**src/hdl/assert_macros.svh**
```systemverilog
// assertion macros shared by the serial mouse fifo modules
`ifndef ASSERT_MACROS_SVH
`define ASSERT_MACROS_SVH

// check on every rising edge outside reset
`define SRM_ASSERT(label, prop, msg) \
  label: assert property (@(posedge clk) disable iff (rst) (prop)) else $error(msg);

// check on every rising edge, reset included
`define SRM_ASSERT_ALWAYS(label, prop, msg) \
  label: assert property (@(posedge clk) (prop)) else $error(msg);

`endif

```
**src/hdl/srm_pkg.sv**
```systemverilog
// types and constants of the serial mouse packet fifo
package srm_pkg;

  // request codes
  localparam logic [2:0] REQ_MOVE = 3'd0;
  localparam logic [2:0] REQ_DOWN = 3'd1;
  localparam logic [2:0] REQ_UP   = 3'd2;
  localparam logic [2:0] REQ_MCR  = 3'd3;
  localparam logic [2:0] REQ_POLL = 3'd4;

  // button codes
  localparam logic [1:0] BTN_LEFT  = 2'd0;
  localparam logic [1:0] BTN_RIGHT = 2'd1;

  // packet and reset bytes
  localparam logic [7:0] PKT_SYNC   = 8'h40;
  localparam logic [7:0] ID_BYTE    = 8'h4D;
  localparam logic [1:0] CTRL_ARMED = 2'b11;

  // which byte of a packet goes into the fifo
  typedef enum logic [1:0] {
    SEL_HEAD = 2'd0,
    SEL_DX   = 2'd1,
    SEL_DY   = 2'd2
  } byte_sel_t;

  // controller to datapath
  typedef struct packed {
    logic      load;
    logic      push;
    byte_sel_t sel;
    logic      mcr;
    logic      pop;
  } cmd_t;

  // datapath to controller
  typedef struct packed {
    logic empty;
  } status_t;

endpackage

```
**src/hdl/srm_ram.sv**
```systemverilog
// generic single write port ram with registered read
module srm_ram #(
  parameter int WIDTH = 8,
  parameter int DEPTH = 16
) (
  input  logic                     clk,
  input  logic                     we,
  input  logic [$clog2(DEPTH)-1:0] waddr,
  input  logic [WIDTH-1:0]         wdata,
  input  logic                     re,
  input  logic [$clog2(DEPTH)-1:0] raddr,
  output logic [WIDTH-1:0]         rdata
);

  logic [WIDTH-1:0] mem [DEPTH];

  always_ff @(posedge clk) begin
    if (we) begin
      mem[waddr] <= wdata;
    end
    if (re) begin
      rdata <= mem[raddr];
    end
  end

endmodule

```
**src/hdl/srm_ctrl.sv**
```systemverilog
// controller state machine of the serial mouse fifo
`include "assert_macros.svh"

module srm_ctrl (
  input  logic             clk,
  input  logic             rst,
  input  logic             start,
  input  logic [2:0]       req_type,
  input  logic             uart_busy,
  input  srm_pkg::status_t status,
  output srm_pkg::cmd_t    cmd,
  output logic             busy,
  output logic             rx_valid
);
  import srm_pkg::*;

  typedef enum logic [6:0] {
    S_IDLE  = 7'b0000001,
    S_PUSH0 = 7'b0000010,
    S_PUSH1 = 7'b0000100,
    S_PUSH2 = 7'b0001000,
    S_MCR   = 7'b0010000,
    S_READ  = 7'b0100000,
    S_OUT   = 7'b1000000
  } state_t;

  state_t state, state_next;
  logic   accept;

  assign accept   = start && (state == S_IDLE);
  assign busy     = (state != S_IDLE);
  assign rx_valid = (state == S_OUT);

  always_comb begin
    state_next = state;
    case (state)
      S_IDLE: begin
        if (start) begin
          case (req_type)
            REQ_MOVE, REQ_DOWN, REQ_UP: state_next = S_PUSH0;
            REQ_MCR:                    state_next = S_MCR;
            REQ_POLL: begin
              if (!uart_busy && !status.empty) state_next = S_READ;
            end
            default:                    state_next = S_IDLE;
          endcase
        end
      end
      S_PUSH0: state_next = S_PUSH1;
      S_PUSH1: state_next = S_PUSH2;
      S_PUSH2: state_next = S_IDLE;
      S_MCR:   state_next = S_IDLE;
      S_READ:  state_next = S_OUT;
      S_OUT:   state_next = S_IDLE;
      default: state_next = S_IDLE;
    endcase
  end

  always_comb begin
    cmd      = '0;
    cmd.sel  = SEL_HEAD;
    cmd.load = accept;
    case (state)
      S_PUSH0: cmd.push = 1'b1;
      S_PUSH1: begin
        cmd.push = 1'b1;
        cmd.sel  = SEL_DX;
      end
      S_PUSH2: begin
        cmd.push = 1'b1;
        cmd.sel  = SEL_DY;
      end
      S_MCR:   cmd.mcr = 1'b1;
      S_READ:  cmd.pop = 1'b1;
      default: cmd.push = 1'b0;
    endcase
  end

  always_ff @(posedge clk) begin
    if (rst) begin
      state <= S_IDLE;
    end else begin
      state <= state_next;
    end
  end

  `SRM_ASSERT(a_out_after_read, rx_valid |-> $past(state == S_READ), "result without read")
  `SRM_ASSERT(a_poll_empty_quiet, (accept && req_type == REQ_POLL && status.empty) |=> !busy, "poll of empty fifo started a read")
  `SRM_ASSERT(a_packet_three, (state == S_PUSH0) |=> (state == S_PUSH1) ##1 (state == S_PUSH2), "packet push sequence broken")

endmodule

```
**src/hdl/srm_dp.sv**
```systemverilog
// datapath of the serial mouse fifo: request registers, button state, byte fifo
`include "assert_macros.svh"

module srm_dp #(
  parameter int QUEUE_DEPTH = 16
) (
  input  logic             clk,
  input  logic             rst,
  input  srm_pkg::cmd_t    cmd,
  input  logic [2:0]       req_type,
  input  logic [7:0]       dx,
  input  logic [7:0]       dy,
  input  logic [1:0]       button,
  input  logic [7:0]       mcr_value,
  output srm_pkg::status_t status,
  output logic [7:0]       rx_byte
);
  import srm_pkg::*;

  localparam int PTR_W = $clog2(QUEUE_DEPTH);
  localparam int CNT_W = $clog2(QUEUE_DEPTH + 1);
  localparam logic [PTR_W-1:0] PTR_LAST = PTR_W'(QUEUE_DEPTH - 1);
  localparam logic [CNT_W-1:0] CNT_FULL = CNT_W'(QUEUE_DEPTH);

  logic [7:0]       dx_q;
  logic [7:0]       dy_q;
  logic [7:0]       mcr_q;
  logic [1:0]       button_bits;
  logic [1:0]       last_ctrl_bits;
  logic [PTR_W-1:0] head;
  logic [PTR_W-1:0] tail;
  logic [CNT_W-1:0] count;

  logic             mcr_reset;
  logic             we;
  logic [PTR_W-1:0] waddr;
  logic [7:0]       wdata;
  logic [7:0]       pkt_byte;

  function automatic logic [PTR_W-1:0] ptr_inc(input logic [PTR_W-1:0] p);
    ptr_inc = (p == PTR_LAST) ? '0 : p + PTR_W'(1);
  endfunction

  assign mcr_reset = cmd.mcr && (last_ctrl_bits != CTRL_ARMED)
                     && (mcr_q[1:0] == CTRL_ARMED);

  always_comb begin
    case (cmd.sel)
      SEL_HEAD: pkt_byte = PKT_SYNC | {2'b00, button_bits, dy_q[7:6], dx_q[7:6]};
      SEL_DX:   pkt_byte = {2'b00, dx_q[5:0]};
      SEL_DY:   pkt_byte = {2'b00, dy_q[5:0]};
      default:  pkt_byte = PKT_SYNC;
    endcase
  end

  // id byte lands at head of a freshly emptied fifo
  assign we    = mcr_reset || (cmd.push && (count != CNT_FULL));
  assign waddr = mcr_reset ? head : tail;
  assign wdata = mcr_reset ? ID_BYTE : pkt_byte;

  assign status.empty = (count == '0);

  always_ff @(posedge clk) begin
    if (cmd.load) begin
      dx_q  <= (req_type == REQ_MOVE) ? dx : 8'h00;
      dy_q  <= (req_type == REQ_MOVE) ? dy : 8'h00;
      mcr_q <= mcr_value;
    end
  end

  always_ff @(posedge clk) begin
    if (rst) begin
      button_bits    <= '0;
      last_ctrl_bits <= '0;
      head           <= '0;
      tail           <= '0;
      count          <= '0;
    end else begin
      if (cmd.load && req_type == REQ_DOWN) begin
        if (button == BTN_LEFT)  button_bits[1] <= 1'b1;
        if (button == BTN_RIGHT) button_bits[0] <= 1'b1;
      end
      if (cmd.load && req_type == REQ_UP) begin
        if (button == BTN_LEFT)  button_bits[1] <= 1'b0;
        if (button == BTN_RIGHT) button_bits[0] <= 1'b0;
      end
      if (cmd.mcr) begin
        last_ctrl_bits <= mcr_q[1:0];
      end
      if (mcr_reset) begin
        tail  <= ptr_inc(head);
        count <= CNT_W'(1);
      end else if (we) begin
        tail  <= ptr_inc(tail);
        count <= count + CNT_W'(1);
      end else if (cmd.pop) begin
        head  <= ptr_inc(head);
        count <= count - CNT_W'(1);
      end
    end
  end

  srm_ram #(
    .WIDTH(8),
    .DEPTH(QUEUE_DEPTH)
  ) u_ram (
    .clk  (clk),
    .we   (we),
    .waddr(waddr),
    .wdata(wdata),
    .re   (cmd.pop),
    .raddr(head),
    .rdata(rx_byte)
  );

  `SRM_ASSERT(a_count_bound, count <= CNT_FULL, "fifo count beyond depth")
  `SRM_ASSERT(a_pop_nonempty, cmd.pop |-> (count != '0), "pop from empty fifo")
  `SRM_ASSERT(a_mcr_one_byte, mcr_reset |=> (count == CNT_W'(1)), "mouse reset left wrong count")

endmodule

```
**src/hdl/serial_mouse_packet_fifo.sv**
```systemverilog
// top level of the emulated serial mouse packet fifo
//
// command channel: an item transfers at a rising edge with start high and
// busy low; req_type selects move, button down, button up, modem control
// write or poll, and the other fields are sampled at that edge
// a move or button request queues a 3-byte packet, one byte per cycle:
// busy in states S_PUSH0, S_PUSH1 and S_PUSH2, so no new item is taken before
// the packet is queued; bytes that find the fifo full are dropped, so a packet may be cut short
// a modem control write is busy only in state S_MCR; when its low bits arm from
// another value the fifo is emptied and the id byte 'M' queued
// poll with uart_busy low and a nonempty fifo: ram read in state S_READ,
// rx_byte shown with rx_valid in state S_OUT, then idle again
// any other poll, or an unknown code, returns to idle at once, no result
// each result is on rx_byte for exactly one cycle; the receiver cannot stall
// reset (rst, synchronous) empties the fifo and clears button and modem
// state; the fifo ram itself is not cleared
//
module serial_mouse_packet_fifo #(
  parameter int QUEUE_DEPTH = 16
) (
  input  logic              clk,
  input  logic              rst,
  input  logic              start,
  output logic              busy,
  input  logic [2:0]        req_type,
  input  logic signed [7:0] dx,
  input  logic signed [7:0] dy,
  input  logic [1:0]        button,
  input  logic [7:0]        mcr_value,
  input  logic              uart_busy,
  output logic [7:0]        rx_byte,
  output logic              rx_valid
);
  import srm_pkg::*;

  cmd_t    cmd;
  status_t status;

  // sequencing of pushes, modem control and pops
  srm_ctrl u_ctrl (
    .clk      (clk),
    .rst      (rst),
    .start    (start),
    .req_type (req_type),
    .uart_busy(uart_busy),
    .status   (status),
    .cmd      (cmd),
    .busy     (busy),
    .rx_valid (rx_valid)
  );

  // packet formatting and byte fifo
  srm_dp #(
    .QUEUE_DEPTH(QUEUE_DEPTH)
  ) u_dp (
    .clk      (clk),
    .rst      (rst),
    .cmd      (cmd),
    .req_type (req_type),
    .dx       ($unsigned(dx)),
    .dy       ($unsigned(dy)),
    .button   (button),
    .mcr_value(mcr_value),
    .status   (status),
    .rx_byte  (rx_byte)
  );

endmodule
```
**config.mk**
```make
export PLATFORM = sky130hd
export DESIGN_NAME = serial_mouse_packet_fifo
export DESIGN_NICKNAME = d
export VERILOG_FILES = /design/src/hdl/srm_pkg.sv /design/src/hdl/srm_ram.sv /design/src/hdl/srm_ctrl.sv /design/src/hdl/srm_dp.sv /design/src/hdl/serial_mouse_packet_fifo.sv
export VERILOG_INCLUDE_DIRS = /design/src /design/src/hdl
export SDC_FILE = /design/constraint.sdc
export NUM_CORES = 1
export LEC_CHECK = 0
export BUFFER_PORTS_ARGS = -buffer_cell sky130_fd_sc_hd__buf_2
export CAP_MARGIN = 20
export CELL_PAD_IN_SITES_DETAIL_PLACEMENT = 1
export CELL_PAD_IN_SITES_GLOBAL_PLACEMENT = 1
export CORE_ASPECT_RATIO = 1.5
export CORE_MARGIN = 2
export CORE_UTILIZATION = 25
export DETAILED_ROUTE_END_ITERATION = 12
export PLACE_DENSITY = 0.47
export SLEW_MARGIN = 20
export SYNTH_ARGS = -nofsm -noshare
export SYNTH_HDL_FRONTEND = slang
export SYNTH_HIERARCHICAL = 1
export SYNTH_SLANG_ARGS = --single-unit
```
**constraint.sdc**
```tcl
create_clock -name clk -period 3.85 [get_ports clk]
set_input_delay 0.5775 -clock clk [delete_from_list [all_inputs] [get_ports clk]]
set_output_delay 0.5775 -clock clk [all_outputs]
set_load 0.02 [all_outputs]
```
==> impl.org <==
** Place
- Count of input and output buffers :: 36
- GP Congestion :: 0.678
- Setup Slack @ Placement :: 0.668 ns
- HPWL after DPL :: 11,900 µm
- Placed instance area :: 0.00835 mm²

** Floorplan
- In this run the standard cell core region covers 0.0295 mm².
- Effective utilization at floorplan :: 25.4%
- From bottom edge to top edge, the die measures 216 µm.
- Measured along the x axis, the die boundary spans 145 µm.
- After floorplanning, the core was divided into 77 placement rows.
- The die covers 0.0314 mm².
- During I/O placement, the number of pins put on the boundary was 43.

** Global route
- Grt ovf :: 0
- The first global-routing pass estimated 27,100 µm of wire.
- Entering global routing, the biggest net connects 27 pins.
- Global routing used 11.5% of the available tracks.
- The number of antenna violations at the first check in global routing came to 0.
- The number of global-route vias before repair came to 4,607.

** Critical path
- Endpoint of the most critical register-to-register path :: u_dp/u_ram/mem[0][7]$_DFFE_PP_
- The startpoint identified for the worst register-to-register timing path is u_ctrl/state[0]$_SDFFE_PP1P_.
- Data on the critical path is required at its endpoint by 3.98 ns.
- STA classifies the critical path startpoint as a flop.
- Class of the most critical setup path :: reg2reg
- For the worst setup path, the data arrival time is 3.28 ns.
- For the worst flop-to-flop path, the logic depth is 9.
- R2r setup slk :: 0.70 ns
- Library cell contributing the largest single delay on the critical path :: sky130_fd_sc_hd__or3b_2
- In this run the worst path has a maximum fanout of 10.
- On the critical path the largest part of the delay comes from simple AND/OR/NAND/NOR gates.
- Critical Path End Type :: flop
- On the worst path, the slowest cell contributes a delay of 0.52 ns.
- Critical path cell sequence :: nor2_1, nand2_1, nor3b_1, and4_1, nor2_8, inv_2, or3b_2, nor3_1, buf_4
- Worst path bufs/invs :: 2

** Yosys
- Top cell type's share of synthesized area :: 61.7%
- Sequential share of the synthesized area :: 68.1%
- Of all flip-flops after synthesis, the portion carrying an async set or reset was 0%.
- Synthesis-stage register bit count :: 178
- By count the netlist is led by 154 x sky130_fd_sc_hd__edfxtp_1, 34 x sky130_fd_sc_hd__nand2_1, 32 x sky130_fd_sc_hd__nor2_1, 24 x sky130_fd_sc_hd__dfxtp_1, 18 x sky130_fd_sc_hd__mux4_2.
- Synthesized netlist cell count :: 462
- Averaged over all synthesized cells, the footprint is 16.2 µm².
- Distinct cell type count of the synthesized netlist :: 56
- Summing every instance area after synthesis gives 0.00749 mm².
- The biggest area contributor in the post-synthesis netlist is sky130_fd_sc_hd__edfxtp_1.
- In this run, synthesis inferred 154 flip-flops with an integrated enable.
- Most instantiated library cell after synthesis :: sky130_fd_sc_hd__edfxtp_1
- The most used flip-flop cell after synthesis is sky130_fd_sc_hd__edfxtp_1.
- The Yosys step of the flow raised 6 warnings.
- Most area-consuming cells after synthesis :: sky130_fd_sc_hd__edfxtp_1 62%, sky130_fd_sc_hd__dfxtp_1 6.4%, sky130_fd_sc_hd__mux4_2 5.4%, sky130_fd_sc_hd__mux4_1 4.9%, sky130_fd_sc_hd__nand2_1 1.7%

** Worst hold path
- Counting instances, the worst hold path has a depth of 1.
- Start point of the worst min-delay path :: mcr_value[0]
- The tightest min-delay check is of the in2reg type.
- The worst hold path terminates at u_dp/mcr_q[0]$_DFFE_PP_.

** Layout
- Core utilization of the finished layout :: 30.2%
- Cells with a size suffix above 1 make up 22.1% of the layout.
- Ant. Diodes :: 0
- In the final design database the tool counted 582 nets.
- Summing all non-filler instances in the final layout gives an area of 0.00890 mm².
- Compared with the post-synthesis result, the final layout area differs by 18.7%.
- The filler cells instantiated in the layout total 3,177.

** Timing
- The number of max-slew violations in the final report is 0.
- Counting I/O delays and the setup requirement, the final critical path takes 3.15 ns.
- For the pin with the worst max-slew slack, the measured transition is 0.917 ns.
- Fmax achieved :: 318 MHz
- Post-route setup slack :: 0.701 ns
- In this run the tightest slew margin relative to its limit is 38.8%.
- RSZ-0062 raised after global routing :: no
- Count of endpoints failing setup in the final report :: 0
- The hold violation total from the final report was 0.
- Skew final :: 0.00673 ns
- Period utilisation layout :: 81.8%
- Summed over all failing endpoints, the final setup total negative slack is 0 ns.

** Clock network
- After clock tree synthesis, the clock-pin slew on the worst setup and hold paths is 0.06 ns.
- PostCTS Resize Cnt :: 0
- Maximum count of clock buffers along a single path :: 2
- Hold Buf Count CTS :: 0
- The clock drives 178 sinks.
- Clock tree from TritonCTS :: yes
- In this run the post-CTS setup repair buffer count came out at 0.
- Clk root buf :: sky130_fd_sc_hd__clkbuf_16
- The H-tree was split into 4 levels.
- Later-pin clock latency in the skew report :: 0.43 ns
- CTS Buf Count :: 17

** Detailed routing
- The detail route stage leaves a number of antenna-violating nets equal to 0.
- Number of vias after detailed routing :: 4,187
- Vias per cell :: 4.42
- In the final routed layout, each cell accounts on average for 18.2 µm.
- 1st-pass router iterations :: 4
- The routed design has 17,300 µm of wire.
- For this run, design rule violations remaining after detail routing come to 0.
- The detailed router finished its first iteration with 210 violations.

** Power
- Final Total Pwr :: 3890 µW
- Power density relative to cell area :: 438 mW/mm²
- Summed over all cells, the static leakage comes to 0.00303 µW.
- Peak supply drop :: 0.000306 V

** Flow run
- Max-cap violations in this run came to 0.

** Status
- Result of the run :: complete, no violations
through the flow:
| stage | hold WS (ns) | std cells |
|---|---|---|
| 2_1_floorplan | 0.460 | 477 |
| 3_3_place_gp | 0.478 | 917 |
| 3_5_place_dp | 0.484 | 917 |
| 4_1_cts | 0.296 | 947 |
| 5_1_grt | 0.299 | 947 |
| 6_report | 0.321 | 947 |
registers in the layout (all words and copies together) (netlist names):
name and cells:
u_dp/last_ctrl_bits 2, u_dp/tail 4, u_dp/dy_q 8, u_dp/dx_q 8, u_dp/button_bits 2, u_ctrl/state 7
u_dp/head 4, u_dp/mcr_q 2, u_dp/count 5, u_dp/u_ram/mem 128, u_dp/u_ram/rdata 8
worst max path at each step:
stage	cells after the start	endpoint	start	slack (ns)
after floorplan	10	u_dp/u_ram/mem[0][0]$_DFFE_PP_	u_ctrl/state[1]$_SDFFE_PP0P_	0.44
after global placement	9	u_dp/u_ram/mem[0][0]$_DFFE_PP_	u_ctrl/state[0]$_SDFFE_PP1P_	0.75
after detailed placement	9	u_dp/u_ram/mem[0][0]$_DFFE_PP_	u_ctrl/state[0]$_SDFFE_PP1P_	0.67
after CTS	9	u_dp/u_ram/mem[0][1]$_DFFE_PP_	u_ctrl/state[0]$_SDFFE_PP1P_	0.65
after global routing	9	u_dp/u_ram/mem[12][3]$_DFFE_PP_	u_ctrl/state[0]$_SDFFE_PP1P_	0.27
final	9	u_dp/u_ram/mem[0][7]$_DFFE_PP_	u_ctrl/state[0]$_SDFFE_PP1P_	0.70
layout make-up:
type	instances	area, µm²	area share (%)
tap	395	494	5.56
clock buffer	19	433	4.87
sequential	178	5110	57.4
multi-input combinational	272	2300	25.9
inverter	8	30.0	0.338
timing repair buffer	64	415	4.67
clock inverter	11	116	1.31
report_power, final:
group	switching, µW	internal [µW]	leakage [µW]
logic	73.9	39.6	0.00107
clock network	710	942	0.000267
registers	13.1	2120	0.00169
total	797	3100	0.00303
cells by family after synthesis:
group	after synthesis	share of synthesized area, %
flops	178	68.1
simple gates	140	10.4
compound gates	61	5.88
mux	38	11.1
buf+inv	27	2.07
xor+xnor	9	1.05
fa+ha+maj	8	1.34
other cells	1	0.0500
layout by cell type (no fill, tap or decap), types with 17 or more instances in the layout:
cell type / n
sky130_fd_sc_hd__edfxtp_1: 154
sky130_fd_sc_hd__nand2_1: 34
sky130_fd_sc_hd__clkbuf_16: 17
sky130_fd_sc_hd__buf_4: 26
sky130_fd_sc_hd__and2_1: 17
sky130_fd_sc_hd__mux4_2: 18
sky130_fd_sc_hd__dfxtp_1: 23
sky130_fd_sc_hd__buf_2: 36
sky130_fd_sc_hd__nor2_1: 32
layer usage:
metal | share of wire [%] | vias up | track usage, %
li1 | - | 1972 | -
met1 | 41 | 2156 | 12.7
met2 | 56 | 40 | 21.8
met3 | 1.8 | 19 | 2.19
met4 | 1.6 | 0 | 4.08
met5 | 0 | - | 0
(Power assumes the default switching activity.)
